File: config.mk
export PLATFORM = sky130hd
export DESIGN_NAME = resp_array_frame_parser
export DESIGN_NICKNAME = d
export VERILOG_FILES = /design/src/rtl/core/rafp_pkg.sv /design/src/rtl/core/rafp_front.sv /design/src/rtl/core/rafp_back.sv /design/src/rtl/core/resp_array_frame_parser.sv
export SDC_FILE = /design/constraint.sdc
export NUM_CORES = 1
export LEC_CHECK = 0
export ABC_CLOCK_PERIOD_IN_PS = 7000
export BUFFER_PORTS_ARGS = -buffer_cell sky130_fd_sc_hd__buf_2
export CAP_MARGIN = 20
export CELL_PAD_IN_SITES_DETAIL_PLACEMENT = 1
export CELL_PAD_IN_SITES_GLOBAL_PLACEMENT = 2
export CORE_MARGIN = 2
export CORE_UTILIZATION = 40
export DETAILED_ROUTE_END_ITERATION = 10
export PLACE_DENSITY_LB_ADDON = 0.08
export SYNTH_ARGS = -nofsm -noshare
export SYNTH_HDL_FRONTEND = slang
export SYNTH_SLANG_ARGS = --single-unit
File: constraint.sdc
create_clock -name clk -period 7 [get_ports clk]
set_input_delay 0.7 -clock clk [delete_from_list [all_inputs] [get_ports clk]]
set_output_delay 0.7 -clock clk [all_outputs]
set_load 0.1 [all_outputs]
File: src/rtl/core/rafp_pkg.sv
// Shared types, constants and codes of the array frame parser.
`default_nettype none
package rafp_pkg;

	// Field widths and defaults
	localparam int COUNT_BITS_DEF  = 11;
	localparam int LENGTH_BITS_DEF = 25;
	localparam int FRAME_BITS      = 35;
	localparam int STATUS_BITS     = 3;
	localparam int CFG_INDEX_BITS  = 1;

	localparam longint ARRAY_COUNT_DEFAULT = 1024;
	localparam longint BULK_LENGTH_DEFAULT = 16 * 1024 * 1024;

	// Depth of the queue between classifier and parser (power of two)
	localparam int QUEUE_DEPTH = 2;

	// Register indexes
	localparam logic [CFG_INDEX_BITS-1:0] REG_MAX_ARRAY_COUNT = 1'd0;
	localparam logic [CFG_INDEX_BITS-1:0] REG_MAX_BULK_LENGTH = 1'd1;

	// Result status codes
	localparam logic [STATUS_BITS-1:0] ST_COMPLETE    = 3'd0;
	localparam logic [STATUS_BITS-1:0] ST_EXP_ARRAY   = 3'd1;
	localparam logic [STATUS_BITS-1:0] ST_BAD_COUNT   = 3'd2;
	localparam logic [STATUS_BITS-1:0] ST_EXP_BULK    = 3'd3;
	localparam logic [STATUS_BITS-1:0] ST_BAD_LENGTH  = 3'd4;
	localparam logic [STATUS_BITS-1:0] ST_BAD_TERM    = 3'd5;

	// Characters of the protocol
	localparam logic [7:0] CH_STAR   = 8'h2A;
	localparam logic [7:0] CH_DOLLAR = 8'h24;
	localparam logic [7:0] CH_CR     = 8'h0D;
	localparam logic [7:0] CH_LF     = 8'h0A;
	localparam logic [7:0] CH_MINUS  = 8'h2D;
	localparam logic [7:0] CH_ZERO   = 8'h30;
	localparam logic [7:0] CH_NINE   = 8'h39;

	// Classified byte handed from the front to the back
	typedef struct packed {
		logic       is_cr;
		logic       is_lf;
		logic       is_minus;
		logic       is_digit;
		logic       is_star;
		logic       is_dollar;
		logic [3:0] digit;
	} tok_t;

	function automatic int max_int(input int a, input int b);
		return (a > b) ? a : b;
	endfunction

endpackage
`default_nettype wire

File: src/rtl/core/rafp_front.sv
// Byte classifier and the short queue that feeds the parser.
`default_nettype none
module rafp_front
	import rafp_pkg::*;
(
	input  wire logic       clk,
	input  wire logic       arst_n,
	input  wire logic       byte_valid,
	output logic            byte_ready,
	input  wire logic [7:0] byte_value,
	output logic            tok_valid,
	input  wire logic       tok_pop,
	output tok_t            tok
);

	localparam int PTR_BITS = (QUEUE_DEPTH > 1) ? $clog2(QUEUE_DEPTH) : 1;
	localparam int CNT_BITS = $clog2(QUEUE_DEPTH + 1);

	tok_t                tok_in;
	tok_t                mem_q [QUEUE_DEPTH];
	logic [PTR_BITS-1:0] wr_ptr_q;
	logic [PTR_BITS-1:0] rd_ptr_q;
	logic [CNT_BITS-1:0] count_q;
	logic                push;

	// Classify the incoming byte
	always_comb begin
		tok_in.is_cr     = (byte_value == CH_CR);
		tok_in.is_lf     = (byte_value == CH_LF);
		tok_in.is_minus  = (byte_value == CH_MINUS);
		tok_in.is_digit  = (byte_value >= CH_ZERO) && (byte_value <= CH_NINE);
		tok_in.is_star   = (byte_value == CH_STAR);
		tok_in.is_dollar = (byte_value == CH_DOLLAR);
		tok_in.digit     = byte_value[3:0];
	end

	assign byte_ready = (count_q != CNT_BITS'(QUEUE_DEPTH));
	assign push       = byte_valid && byte_ready;
	assign tok_valid  = (count_q != '0);
	assign tok        = mem_q[rd_ptr_q];

	// Queue storage
	always_ff @(posedge clk) begin
		if (push) begin
			mem_q[wr_ptr_q] <= tok_in;
		end
	end

	// Queue pointers and fill count
	always_ff @(posedge clk or negedge arst_n) begin
		if (!arst_n) begin
			wr_ptr_q <= '0;
			rd_ptr_q <= '0;
			count_q  <= '0;
		end else begin
			if (push) begin
				wr_ptr_q <= wr_ptr_q + PTR_BITS'(1);
			end
			if (tok_pop) begin
				rd_ptr_q <= rd_ptr_q + PTR_BITS'(1);
			end
			if (push && !tok_pop) begin
				count_q <= count_q + CNT_BITS'(1);
			end else if (!push && tok_pop) begin
				count_q <= count_q - CNT_BITS'(1);
			end
		end
	end

endmodule
`default_nettype wire

File: src/rtl/core/rafp_back.sv
// Frame parser state machine, limit registers and result register.
`default_nettype none
module rafp_back
	import rafp_pkg::*;
#(
	parameter int COUNT_BITS  = COUNT_BITS_DEF,
	parameter int LENGTH_BITS = LENGTH_BITS_DEF,
	parameter int CFG_BITS    = max_int(COUNT_BITS, LENGTH_BITS)
) (
	input  wire logic                      clk,
	input  wire logic                      arst_n,
	input  wire logic                      cfg_write,
	input  wire logic [CFG_INDEX_BITS-1:0] cfg_index,
	input  wire logic [CFG_BITS-1:0]       cfg_data,
	input  wire logic                      tok_valid,
	input  wire tok_t                      tok,
	output logic                           tok_pop,
	output logic                           result_valid,
	input  wire logic                      result_ready,
	output logic [STATUS_BITS-1:0]         status,
	output logic [FRAME_BITS-1:0]          frame_bytes,
	output logic [COUNT_BITS-1:0]          element_count
);

	localparam int ACC_BITS = max_int(COUNT_BITS, LENGTH_BITS) + 1;
	localparam int MUL_BITS = ACC_BITS + 4;
	localparam logic [ACC_BITS-1:0] ACC_CAP =
		ACC_BITS'((64'd1 << COUNT_BITS) + (64'd1 << LENGTH_BITS) - 64'd1);
	localparam logic [COUNT_BITS-1:0]  COUNT_RST  = COUNT_BITS'(ARRAY_COUNT_DEFAULT);
	localparam logic [LENGTH_BITS-1:0] LENGTH_RST = LENGTH_BITS'(BULK_LENGTH_DEFAULT);

	// Parser phases
	localparam logic [2:0] PH_ARRAY   = 3'd0;
	localparam logic [2:0] PH_BULK    = 3'd1;
	localparam logic [2:0] PH_PAYLOAD = 3'd2;
	localparam logic [2:0] PH_TERM1   = 3'd3;
	localparam logic [2:0] PH_TERM2   = 3'd4;

	// Limit registers
	logic [COUNT_BITS-1:0]  max_count_q;
	logic [LENGTH_BITS-1:0] max_length_q;

	// Parser state
	logic [2:0]             phase_q,   phase_d;
	logic [ACC_BITS-1:0]    acc_q,     acc_d;
	logic                   minus_q,   minus_d;
	logic                   digit_q,   digit_d;
	logic                   inv_q,     inv_d;
	logic [1:0]             lc_q,      lc_d;
	logic                   lead_q,    lead_d;
	logic                   pcr_q,     pcr_d;
	logic [COUNT_BITS-1:0]  left_q,    left_d;
	logic [COUNT_BITS-1:0]  decl_q,    decl_d;
	logic [LENGTH_BITS-1:0] pay_q,     pay_d;
	logic                   tbad_q,    tbad_d;
	logic [FRAME_BITS-1:0]  fc_q,      fc_d;

	// Result register
	logic                   res_valid_q;
	logic [STATUS_BITS-1:0] res_status_q;
	logic [FRAME_BITS-1:0]  res_bytes_q;
	logic [COUNT_BITS-1:0]  res_count_q;

	// Step signals
	logic                   take;
	logic                   emit;
	logic [STATUS_BITS-1:0] emit_status;
	logic [COUNT_BITS-1:0]  emit_count;
	logic [FRAME_BITS-1:0]  fc_inc;
	logic                   header;
	logic                   lead_match;
	logic [ACC_BITS-1:0]    limit;
	logic                   bad_lead;
	logic                   bad_num;
	logic [MUL_BITS-1:0]    mul;
	logic [1:0]             lc_a;
	logic                   lead_a;
	logic                   inv_a;
	logic [COUNT_BITS-1:0]  left_dec;

	assign take    = !res_valid_q || result_ready;
	assign tok_pop = tok_valid && take;

	assign fc_inc = (fc_q == '1) ? fc_q : fc_q + FRAME_BITS'(1);

	// Line judgment inputs
	assign header     = (phase_q != PH_BULK);
	assign lead_match = header ? tok.is_star : tok.is_dollar;
	assign limit      = header ? ACC_BITS'(max_count_q) : ACC_BITS'(max_length_q);
	assign bad_lead   = (lc_q != 2'd2) || !lead_q;
	assign bad_num    = inv_q || !digit_q || (minus_q && (acc_q != '0)) || (acc_q > limit);

	// Times ten plus digit
	assign mul = MUL_BITS'({acc_q, 3'b000}) + MUL_BITS'({acc_q, 1'b0}) + MUL_BITS'(tok.digit);

	assign left_dec = (left_q != '0) ? left_q - COUNT_BITS'(1) : left_q;

	// Next state for one classified byte
	always_comb begin
		phase_d     = phase_q;
		acc_d       = acc_q;
		minus_d     = minus_q;
		digit_d     = digit_q;
		inv_d       = inv_q;
		lc_d        = lc_q;
		lead_d      = lead_q;
		pcr_d       = pcr_q;
		left_d      = left_q;
		decl_d      = decl_q;
		pay_d       = pay_q;
		tbad_d      = tbad_q;
		fc_d        = fc_inc;
		emit        = 1'b0;
		emit_status = ST_COMPLETE;
		emit_count  = '0;
		lc_a        = lc_q;
		lead_a      = lead_q;
		inv_a       = inv_q;

		case (phase_q)
			PH_PAYLOAD: begin
				pay_d = pay_q - LENGTH_BITS'(1);
				if (pay_q == LENGTH_BITS'(1)) begin
					phase_d = PH_TERM1;
				end
			end
			PH_TERM1: begin
				tbad_d  = !tok.is_cr;
				phase_d = PH_TERM2;
			end
			PH_TERM2: begin
				if (tbad_q || !tok.is_lf) begin
					emit        = 1'b1;
					emit_status = ST_BAD_TERM;
				end else begin
					tbad_d = 1'b0;
					left_d = left_dec;
					if (left_dec == '0) begin
						emit        = 1'b1;
						emit_status = ST_COMPLETE;
						emit_count  = decl_q;
					end else begin
						phase_d = PH_BULK;
					end
				end
			end
			default: begin
				if (pcr_q && tok.is_lf) begin
					// End of header line: judge it and start the next line
					acc_d   = '0;
					minus_d = 1'b0;
					digit_d = 1'b0;
					inv_d   = 1'b0;
					lc_d    = 2'd0;
					lead_d  = 1'b0;
					pcr_d   = 1'b0;
					if (header) begin
						if (bad_lead) begin
							emit        = 1'b1;
							emit_status = ST_EXP_ARRAY;
						end else if (bad_num) begin
							emit        = 1'b1;
							emit_status = ST_BAD_COUNT;
						end else begin
							decl_d = acc_q[COUNT_BITS-1:0];
							left_d = acc_q[COUNT_BITS-1:0];
							if (acc_q[COUNT_BITS-1:0] == '0) begin
								emit        = 1'b1;
								emit_status = ST_COMPLETE;
							end else begin
								phase_d = PH_BULK;
							end
						end
					end else begin
						if (bad_lead) begin
							emit        = 1'b1;
							emit_status = ST_EXP_BULK;
						end else if (bad_num) begin
							emit        = 1'b1;
							emit_status = ST_BAD_LENGTH;
						end else begin
							pay_d   = acc_q[LENGTH_BITS-1:0];
							phase_d = (acc_q[LENGTH_BITS-1:0] == '0) ? PH_TERM1 : PH_PAYLOAD;
						end
					end
				end else begin
					// A held CR not followed by LF counts as a line character
					if (pcr_q) begin
						lc_a   = (lc_q == 2'd2) ? 2'd2 : lc_q + 2'd1;
						lead_a = (lc_q == 2'd0) ? 1'b0 : lead_q;
						inv_a  = inv_q | (lc_q != 2'd0);
					end
					lc_d   = lc_a;
					lead_d = lead_a;
					inv_d  = inv_a;
					pcr_d  = tok.is_cr;
					if (!tok.is_cr) begin
						if (lc_a == 2'd0) begin
							lead_d = lead_match;
						end else if (tok.is_minus && (lc_a == 2'd1)) begin
							minus_d = 1'b1;
						end else if (tok.is_digit) begin
							acc_d   = (mul > MUL_BITS'(ACC_CAP)) ? ACC_CAP : mul[ACC_BITS-1:0];
							digit_d = 1'b1;
						end else begin
							inv_d = 1'b1;
						end
						lc_d = (lc_a == 2'd2) ? 2'd2 : lc_a + 2'd1;
					end
					phase_d = header ? PH_ARRAY : PH_BULK;
				end
			end
		endcase

		// A result ends the frame
		if (emit) begin
			phase_d = PH_ARRAY;
			acc_d   = '0;
			minus_d = 1'b0;
			digit_d = 1'b0;
			inv_d   = 1'b0;
			lc_d    = 2'd0;
			lead_d  = 1'b0;
			pcr_d   = 1'b0;
			left_d  = '0;
			decl_d  = '0;
			pay_d   = '0;
			tbad_d  = 1'b0;
			fc_d    = '0;
		end
	end

	// Limit registers
	always_ff @(posedge clk or negedge arst_n) begin
		if (!arst_n) begin
			max_count_q  <= COUNT_RST;
			max_length_q <= LENGTH_RST;
		end else if (cfg_write) begin
			case (cfg_index)
				REG_MAX_ARRAY_COUNT: max_count_q  <= cfg_data[COUNT_BITS-1:0];
				REG_MAX_BULK_LENGTH: max_length_q <= cfg_data[LENGTH_BITS-1:0];
				default: ;
			endcase
		end
	end

	// Parser state update
	always_ff @(posedge clk or negedge arst_n) begin
		if (!arst_n) begin
			phase_q <= PH_ARRAY;
			acc_q   <= '0;
			minus_q <= 1'b0;
			digit_q <= 1'b0;
			inv_q   <= 1'b0;
			lc_q    <= 2'd0;
			lead_q  <= 1'b0;
			pcr_q   <= 1'b0;
			left_q  <= '0;
			decl_q  <= '0;
			pay_q   <= '0;
			tbad_q  <= 1'b0;
			fc_q    <= '0;
		end else if (tok_pop) begin
			phase_q <= phase_d;
			acc_q   <= acc_d;
			minus_q <= minus_d;
			digit_q <= digit_d;
			inv_q   <= inv_d;
			lc_q    <= lc_d;
			lead_q  <= lead_d;
			pcr_q   <= pcr_d;
			left_q  <= left_d;
			decl_q  <= decl_d;
			pay_q   <= pay_d;
			tbad_q  <= tbad_d;
			fc_q    <= fc_d;
		end
	end

	// Result valid
	always_ff @(posedge clk or negedge arst_n) begin
		if (!arst_n) begin
			res_valid_q <= 1'b0;
		end else if (tok_pop && emit) begin
			res_valid_q <= 1'b1;
		end else if (result_ready) begin
			res_valid_q <= 1'b0;
		end
	end

	// Result payload
	always_ff @(posedge clk) begin
		if (tok_pop && emit) begin
			res_status_q <= emit_status;
			res_bytes_q  <= fc_inc;
			res_count_q  <= emit_count;
		end
	end

	assign result_valid  = res_valid_q;
	assign status        = res_status_q;
	assign frame_bytes   = res_bytes_q;
	assign element_count = res_count_q;

	// Checks
	a_count_only_complete: assert property (@(posedge clk) disable iff (!arst_n)
		res_valid_q && (res_status_q != ST_COMPLETE) |-> res_count_q == '0)
		else $error("element count on an error result");

	a_payload_nonzero: assert property (@(posedge clk) disable iff (!arst_n)
		phase_q == PH_PAYLOAD |-> pay_q != '0)
		else $error("payload phase with nothing left");

	a_elements_pending: assert property (@(posedge clk) disable iff (!arst_n)
		(phase_q == PH_BULK) || (phase_q == PH_PAYLOAD) || (phase_q == PH_TERM1) ||
		(phase_q == PH_TERM2) |-> left_q != '0)
		else $error("inside a frame with no elements left");

	a_frame_restart: assert property (@(posedge clk) disable iff (!arst_n)
		tok_pop && emit |=> (fc_q == '0) && (phase_q == PH_ARRAY) && res_valid_q)
		else $error("frame not restarted after a result");

endmodule
`default_nettype wire

File: src/rtl/core/resp_array_frame_parser.sv
// Top level of the array frame parser: classifier, queue and parser.
//
// Takes one request byte per transaction and frames messages of the form
// '*' count CR LF followed by count bulk strings ('$' length CR LF payload
// CR LF). A result transaction is given when a frame completes or a protocol
// error is found; it carries the status, the saturating byte count of the
// frame up to that byte, and the declared element count on completion. After
// any result the next byte starts a new frame. Sustained rate is one byte per
// clock cycle unless result_ready stalls: each byte makes one pass through the
// parser state machine and its times-ten accumulator. A byte is classified
// into a two-entry queue; its result, if any, is registered at the output when
// popped; the queue and the output register let either side stall on its own.
// The user writes the limit registers through cfg_write while no frame is in
// flight; the block does not check it. There is no clearing pass after reset.
`default_nettype none
module resp_array_frame_parser
	import rafp_pkg::*;
#(
	parameter int COUNT_BITS  = COUNT_BITS_DEF,
	parameter int LENGTH_BITS = LENGTH_BITS_DEF
) (
	input  wire logic                                       clk,
	input  wire logic                                       arst_n,
	input  wire logic                                       cfg_write,
	input  wire logic [CFG_INDEX_BITS-1:0]                  cfg_index,
	input  wire logic [max_int(COUNT_BITS, LENGTH_BITS)-1:0] cfg_data,
	input  wire logic                                       byte_valid,
	output logic                                            byte_ready,
	input  wire logic [7:0]                                 byte_value,
	output logic                                            result_valid,
	input  wire logic                                       result_ready,
	output logic [STATUS_BITS-1:0]                          status,
	output logic [FRAME_BITS-1:0]                           frame_bytes,
	output logic [COUNT_BITS-1:0]                           element_count
);

	localparam int CFG_BITS = max_int(COUNT_BITS, LENGTH_BITS);

	tok_t tok;
	logic tok_valid;
	logic tok_pop;

	// Front: classify and queue
	rafp_front u_front (
		.clk        (clk),
		.arst_n     (arst_n),
		.byte_valid (byte_valid),
		.byte_ready (byte_ready),
		.byte_value (byte_value),
		.tok_valid  (tok_valid),
		.tok_pop    (tok_pop),
		.tok        (tok)
	);

	// Back: parse and report
	rafp_back #(
		.COUNT_BITS  (COUNT_BITS),
		.LENGTH_BITS (LENGTH_BITS),
		.CFG_BITS    (CFG_BITS)
	) u_back (
		.clk           (clk),
		.arst_n        (arst_n),
		.cfg_write     (cfg_write),
		.cfg_index     (cfg_index),
		.cfg_data      (cfg_data),
		.tok_valid     (tok_valid),
		.tok           (tok),
		.tok_pop       (tok_pop),
		.result_valid  (result_valid),
		.result_ready  (result_ready),
		.status        (status),
		.frame_bytes   (frame_bytes),
		.element_count (element_count)
	);

endmodule
`default_nettype wire

### Word-level counts from Yosys, hierarchy flattened

Memories as Yosys holds them, arrays and structs flattened.
Index checks and enable logic that the tools add are counted.
W data, S select, Z words.

| storage, ports and cells | value |
|---|---|
| flip-flop bits (word level) | 209 |
| output and inout bits | 51 |
| word-level logic and storage cells | 241 |
| bits in writable memories | 20 |
| memories | 1 |

| cells by class | value |
|---|---|
| reduce and logical (&&, ||, !) cells | 55 |
| equality and inequality tests | 35 |
| multiplexer cells | 109 |
| $add $sub $neg | 11 |
| $lt $le $gt $ge | 4 |
| bitwise logic cells | 4 |

Memories:

| memory | words | width | read ports | clocked after Yosys merged registers in | wr ports | line | RTL |
|---|---|---|---|---|---|---|---|
| u_front.mem_q | 2 | 10 | 1 | 0 | 1 | rafp_front.sv:20 | `tok_t mem_q [QUEUE_DEPTH];` |

Operators with widths:

| cell | number |
|---|---|
| $mux W26 | 8 |
| $mux W25 | 6 |
| $mux W11 | 9 |
| $mux W35 | 2 |
| $mux W3 | 17 |
| $pmux W25 S2 | 1 |
| $mux W1 | 49 |
| $add A35 B1 Y35 const B | 1 |
| $eq A35 B35 Y1 const B | 1 |
| $add A29 B27 Y30 | 1 |
| $add A30 B4 Y30 | 1 |
| $gt A30 B26 Y1 const B | 1 |
| $gt A26 B26 Y1 | 1 |
| $reduce_bool A26 Y1 | 1 |
| $eq A25 B1 Y1 const B | 1 |
| $logic_not A25 Y1 | 1 |
| $sub A25 B1 Y25 const B | 1 |
| $eq A8 B6 Y1 const B | 3 |
| $mux W2 | 12 |
| $logic_not A11 Y1 | 2 |
| $pmux W11 S2 | 1 |
| $ne A3 B2 Y1 const B | 7 |
| $reduce_and A6 Y1 | 3 |
| $reduce_bool A3 Y1 | 6 |
| other kinds (34) | 82 |

### Depth between registers and ports, before layout

| depth | value |
|---|---|
| depth in word-level cells | 13 |
| mapped depth | 17 |
| depth with buffers taken out | 13 |

### Cells and area by module

A second synthesis with hierarchy kept.

| unflattened totals | value |
|---|---|
| cells, all modules | 1,472 |
| area total of the unflattened synthesis | 14,148.6 um2 |

Modules (own cells, without submodules):

| module | cells each | times used | area an instance (um2) |
|---|---|---|---|
| rafp_back | 1,409 | 1 | 13,128.8 |
| rafp_front | 63 | 1 | 1,019.7 |

### Worst setup path after synthesis

Ideal clock, no wire load.

| timing | value |
|---|---|
| path type | register to register |
| start | reg u_back.phase_q[0] |
| end | reg u_back.res_count_q[0], in the netlist u_back.element_count[0], enable pin |
| arrival time | 5,534 ps |
| slack | 1,009 ps |
| required time | 6,543 ps |
| cell stages (with the launch flop) | 15 |
| setup time | 457 ps |
| cells stage by stage | dfrtp_1 > clkbuf_1 > nor3b_1 > clkbuf_1 > buf_1 > mux2i_1 > ha_1 > and4_1 > o2111ai_1 > o211a_1 > o211ai_1 > or4_1 > a21boi_4 > clkbuf_1 > nor2_1 |

| between the ends | value |
|---|---|
| cells in the longest elaborated chain, start to end | 10 |

RTL lines:

| what | line | RTL |
|---|---|---|
| start: declaration | rafp_back.sv:44 | `logic [2:0] phase_q, phase_d;` |
| start signal: assignment | rafp_back.sv:264 | `phase_q <= phase_d;` |
| $ne A3 B1 Y1 | rafp_back.sv:87 | `assign header = (phase_q != PH_BULK);` |
| $mux W25 | rafp_back.sv:89 | `assign limit = header ? ACC_BITS'(max_count_q) : ACC_BITS'(max_length_q);` |
| $gt A26 B26 Y1 | rafp_back.sv:91 | `assign bad_num = inv_q \|\| !digit_q \|\| (minus_q && (acc_q != '0)) \|\| (acc_q > limit);` |
| $logic_or A1 B1 Y1 | rafp_back.sv:91 |  |
| $mux W1 (on tied branches) | rafp_back.sv:178, rafp_back.sv:161 |  |
| $mux W1 (on tied branches) | rafp_back.sv:175, rafp_back.sv:158 |  |
| $mux W1 | rafp_back.sv:157 | `if (header) begin` |
| $mux W1 | rafp_back.sv:148 | `if (pcr_q && tok.is_lf) begin` |
| $pmux W1 S2 (*) | rafp_back.sv:120 | `case (phase_q)` |
| $logic_and A1 B1 Y1 (*) | rafp_back.sv:293 | `if (tok_pop && emit) begin` |
| end signal: assignment | rafp_back.sv:296 | `res_count_q <= emit_count;` |
| end: declaration | rafp_back.sv:62 | `logic [COUNT_BITS-1:0] res_count_q;` |

Every way passes the cells marked *; elsewhere a longest branch is shown, timed or not.
A chain may end at the register's enable or synchronous reset.

### Worst setup path in the final report

| timing | value |
|---|---|
| start | reg u_front.rd_ptr_q |
| end | reg u_back.acc_q[22] |

| between the ends | value |
|---|---|
| cells in the longest elaborated chain, start to end | 11 |

RTL lines:

| what | line | RTL |
|---|---|---|
| start: declaration | rafp_front.sv:22 | `logic [PTR_BITS-1:0] rd_ptr_q;` |
| start signal: assignment | rafp_front.sv:60 | `rd_ptr_q <= rd_ptr_q + PTR_BITS'(1);` |
| $mem_v2 Z2 W10 (*) | - |  |
| $add A30 B4 Y30 | rafp_back.sv:94 | `assign mul = MUL_BITS'({acc_q, 3'b000}) + MUL_BITS'({acc_q, 1'b0}) + MUL_BITS'(tok.digit);` |
| $gt A30 B26 Y1 | rafp_back.sv:203 | `acc_d = (mul > MUL_BITS'(ACC_CAP)) ? ACC_CAP : mul[ACC_BITS-1:0];` |
| $mux W26 | rafp_back.sv:203 |  |
| $mux W26 | rafp_back.sv:202 | `end else if (tok.is_digit) begin` |
| $mux W26 | rafp_back.sv:200 | `end else if (tok.is_minus && (lc_a == 2'd1)) begin` |
| $mux W26 | rafp_back.sv:198 | `if (lc_a == 2'd0) begin` |
| $mux W26 | rafp_back.sv:197 | `if (!tok.is_cr) begin` |
| $mux W26 | rafp_back.sv:148 |  |
| $mux W26 | rafp_back.sv:120 |  |
| $mux W26 | rafp_back.sv:216 | `if (emit) begin` |
| end signal: assignment | rafp_back.sv:251 | `acc_q <= '0;` |
| end signal: assignment | rafp_back.sv:265 | `acc_q <= acc_d;` |
| end: declaration | rafp_back.sv:45 | `logic [ACC_BITS-1:0] acc_q, acc_d;` |

Every way passes the cells marked *; elsewhere a longest branch is shown, timed or not. The select of a mux whose other input is x is not followed.

==> impl_metrics.json <==
{
  "wl_met3_um": 1500,
  "die_x_um": 190,
  "vias_per_cell": 5.78,
  "worstSetupPathType": "flip-flop to flip-flop",
  "start_util_pct": 40.3,
  "worstPathCellList": "mux2_2, ha_1, ha_1, fa_1, a211oi_1, o21ai_1, a21boi_0, o21ai_0, a31oi_1, mux2_2, a211o_1, nor2_2, a32o_1",
  "synth_mux_area_share_pct": 5.47,
  "crit_buf_inv": 0,
  "synth-edff-count": 69,
  "fin_tns_setup_ns": 0,
  "drive_gt1_share_pct": 16.1,
  "p_total_uw": 7160,
  "cts_root_buffer": "clkbuf_16",
  "wl_per_cell_um": 20.8,
  "synth_cell_types": 86,
  "setup_viol": 0,
  "synth_simple_gate_area_share_pct": 17.4,
  "status": "complete, no violations",
  "numCtsBuffers": 28,
  "vias": 11298,
  "dr.max_layer_used": "met4",
  "overflow": 0,
  "cp.arrival_ns": 5.62,
  "ir_worst_vdd_mv": 0.207,
  "yosys.area_share.adder_pct": 7.99,
  "cts_setup_buffers": 0,
  "cp_top_family": "compound AO/OA/AOI/OAI gates",
  "power_leakage_uw": 0.00682,
  "grt_max_degree": 73,
  "drtAntennaViolNets": 0,
  "synthCells": 1406,
  "grt_antenna_before_repair": 0,
  "grt_usage_pct": 22.8,
  "wl_met2_um": 18800,
  "setup.worst_path.start": "u_front.rd_ptr_q",
  "die_h_um": 190,
  "gp_congestion": 0.802,
  "synth_xor_area_share_pct": 3.49,
  "firstDrtPassIters": 5,
  "clk_pin_slew_ns": 0.06,
  "yosysTopAreaCellShare_pct": 28.6,
  "clock_sinks": 229,
  "fmax_ghz": 0.194,
  "cts-hold-fix-buffers": 0,
  "hpwlAfterDp_um": 28900,
  "rsz0062_at_grt": "false",
  "synth_top_family_by_area": "compound AO/OA/AOI/OAI gates",
  "rows": 68,
  "port_buffers": 89,
  "synth_area_leaders": "dfrtp_1, edfxtp_1, ha_1, nand2_1, mux2_2",
  "diodes": 0,
  "grt_first_pass_wirelength_um": 65700,
  "syn_to_final_growth_pct": 13.5,
  "drtIter0Drc": 556,
  "clk_latency_ns": 0.54,
  "grt_pass1_vias": 11700,
  "cap_violations": 0,
  "clk_path_buf_depth": 3,
  "placed_area_um2": 14700,
  "synth.ff_latch_count": 229,
  "max_stage_delay_ns": 0.71,
  "layout.nets": 1602,
  "core-area_um2": 34300,
  "fin_crit_ns": 5.14,
  "worst_slew_margin_rel_pct": 29.7,
  "slew_violations": 0,
  "p_per_area_nw_per_um2": 457,
  "yosysWarnings": 0,
  "met1_length_um": 19700,
  "fin_crit_sh_pct": 73.5,
  "routed_wl_um": 40600,
  "drc": 0,
  "fill_cells": 3834,
  "syn_nets": 1532,
  "path_max_fanout": 17,
  "seq_area_frac_synth_pct": 44.0,
  "die-area_um2": 36000,
  "ios": 90,
  "regToRegStartpoint": "u_front.rd_ptr_q",
  "stdcell_area_um2": 15700,
  "slowest_stage": "dfrtp_1",
  "htreeDepth": 1,
  "syn_area_per_cell_um2": 9.83,
  "tightestPinTransition_ns": 1.05,
  "crit_path_start_kind": "flip-flop",
  "hold_class": "input port to async pin",
  "cp-end-kind": "flip-flop",
  "synth_top_flop_cell": "dfrtp_1",
  "cts_tree": "done",
  "cp.required_ns": 7.47,
  "cts_resized": 0,
  "syn_area_um2": 13800,
  "synth_compound_area_share_pct": 18.9,
  "async_reset_ff_share_pct": 69.9,
  "finalHoldViolCount": 0,
  "yosysTopAreaCell": "dfrtp_1",
  "fin_skew_ns": 0.00727
}
[layout by cell type (no fill, tap or decap), types with 15 or more instances in the layout]
master,Yosys,routed
nor2_1,83,82
dfrtp_1,158,158
mux2i_1,20,20
xor2_1,23,23
inv_1,27,27
a22o_1,15,15
a211oi_1,19,19
buf_4,0,16
edfxtp_1,69,69
o31ai_1,34,34
buf_2,13,88
nand2b_1,17,16
clkbuf_16,0,29
nand3_1,31,31
ha_1,85,85
o21ai_0,103,103
nand4_1,21,21
mux2_2,46,46
xnor2_1,32,32
a21oi_1,85,85
nor4_1,18,18
nor3_1,50,50
and3_1,20,20
and2_1,17,17
nand2_1,158,158
[per-stage QoR]
step / hold WS [ns] / setup WS, ns / util (%) / instances
6_report: 0.194 / 1.86 / 45.7 / 1953
5_1_grt: 0.248 / 1.46 / 45.7 / 1953
4_1_cts: 0.220 / 1.74 / 45.7 / 1951
3_5_place_dp: 0.468 / 1.77 / 42.9 / 1899
3_3_place_gp: 0.457 / 2.00 / 42.9 / 1899
2_1_floorplan: 0.404 / 1.01 / - / 1406
[power by group]
part	total, µW	internal [µW]	switching, µW	leakage, µW
logic	3630	1010	2620	0.00358
clock network	1510	916	591	0.000467
registers	2020	1740	284	0.00277
[path summary, 6_finish.rpt]
kind	to	slack (ns)	depth (start not counted)
worst max-delay path	u_back.acc_q[22]	1.86	13
worst min-delay path	u_back.pay_q[13]	0.19	1
worst max register to register	u_back.acc_q[22]	1.86	13
worst min register to register	u_back.decl_q[8]	0.48	2
max in group asynchronous	u_back.max_count_q[2]	5.49	2
min in group clk	u_back.max_length_q[19]	0.38	2
[logic make-up (layout without fill, tap and decap cells)]
| group | count (synthesis) | count (layout) |
|---|---|---|
| flip-flops | 229 | 229 |
| adder cells (fa/ha/maj) | 87 | 87 |
| multiplexers | 68 | 68 |
| buffers and inverters | 94 | 186 |
| XOR/XNOR | 55 | 55 |
| AND/OR/NAND/NOR | 483 | 483 |
| AO/OA/AOI/OAI | 390 | 390 |
[synth_stat cells (15+ instances only)]
cell and count:
a211oi_1 19, a21oi_1 85, a22o_1 15, and2_1 17, and3_1 20, clkbuf_1 48
dfrtp_1 158, edfxtp_1 69, ha_1 85, inv_1 27, mux2_2 46, mux2i_1 20
nand2_1 158, nand2b_1 17, nand3_1 31, nand4_1 21, nor2_1 83, nor3_1 50
nor4_1 18, o21ai_0 103, o31ai_1 34, xnor2_1 32, xor2_1 23
[routing by layer]
metal | vias to the layer above | track usage (%)
li1 | 5401 | -
met1 | 5646 | 33.1
met2 | 202 | 37.5
met3 | 49 | 2.10
met4 | 0 | 4.17
met5 | - | 0
[sequential cells by signal, indices dropped and copies added (netlist names), 20 cells and up]
register             flops
u_back.acc_q            26
u_back.fc_q             35
u_back.frame_bytes      35
u_back.max_length_q     25
u_back.pay_q            25
u_front.mem_q           20
[layout make-up]
class                      count  area [µm²]  share of cell area [%]
multi-input combinational   1083        7380                    47.0
inverter                      27         101                   0.646
clock buffer                  33         751                    4.79
sequential                   229        6080                    38.8
timing repair buffer         107         594                    3.79
tap                          455         569                    3.63
clock inverter                19         215                    1.37
No activity file was read; power rests on OpenSTA's default activity.
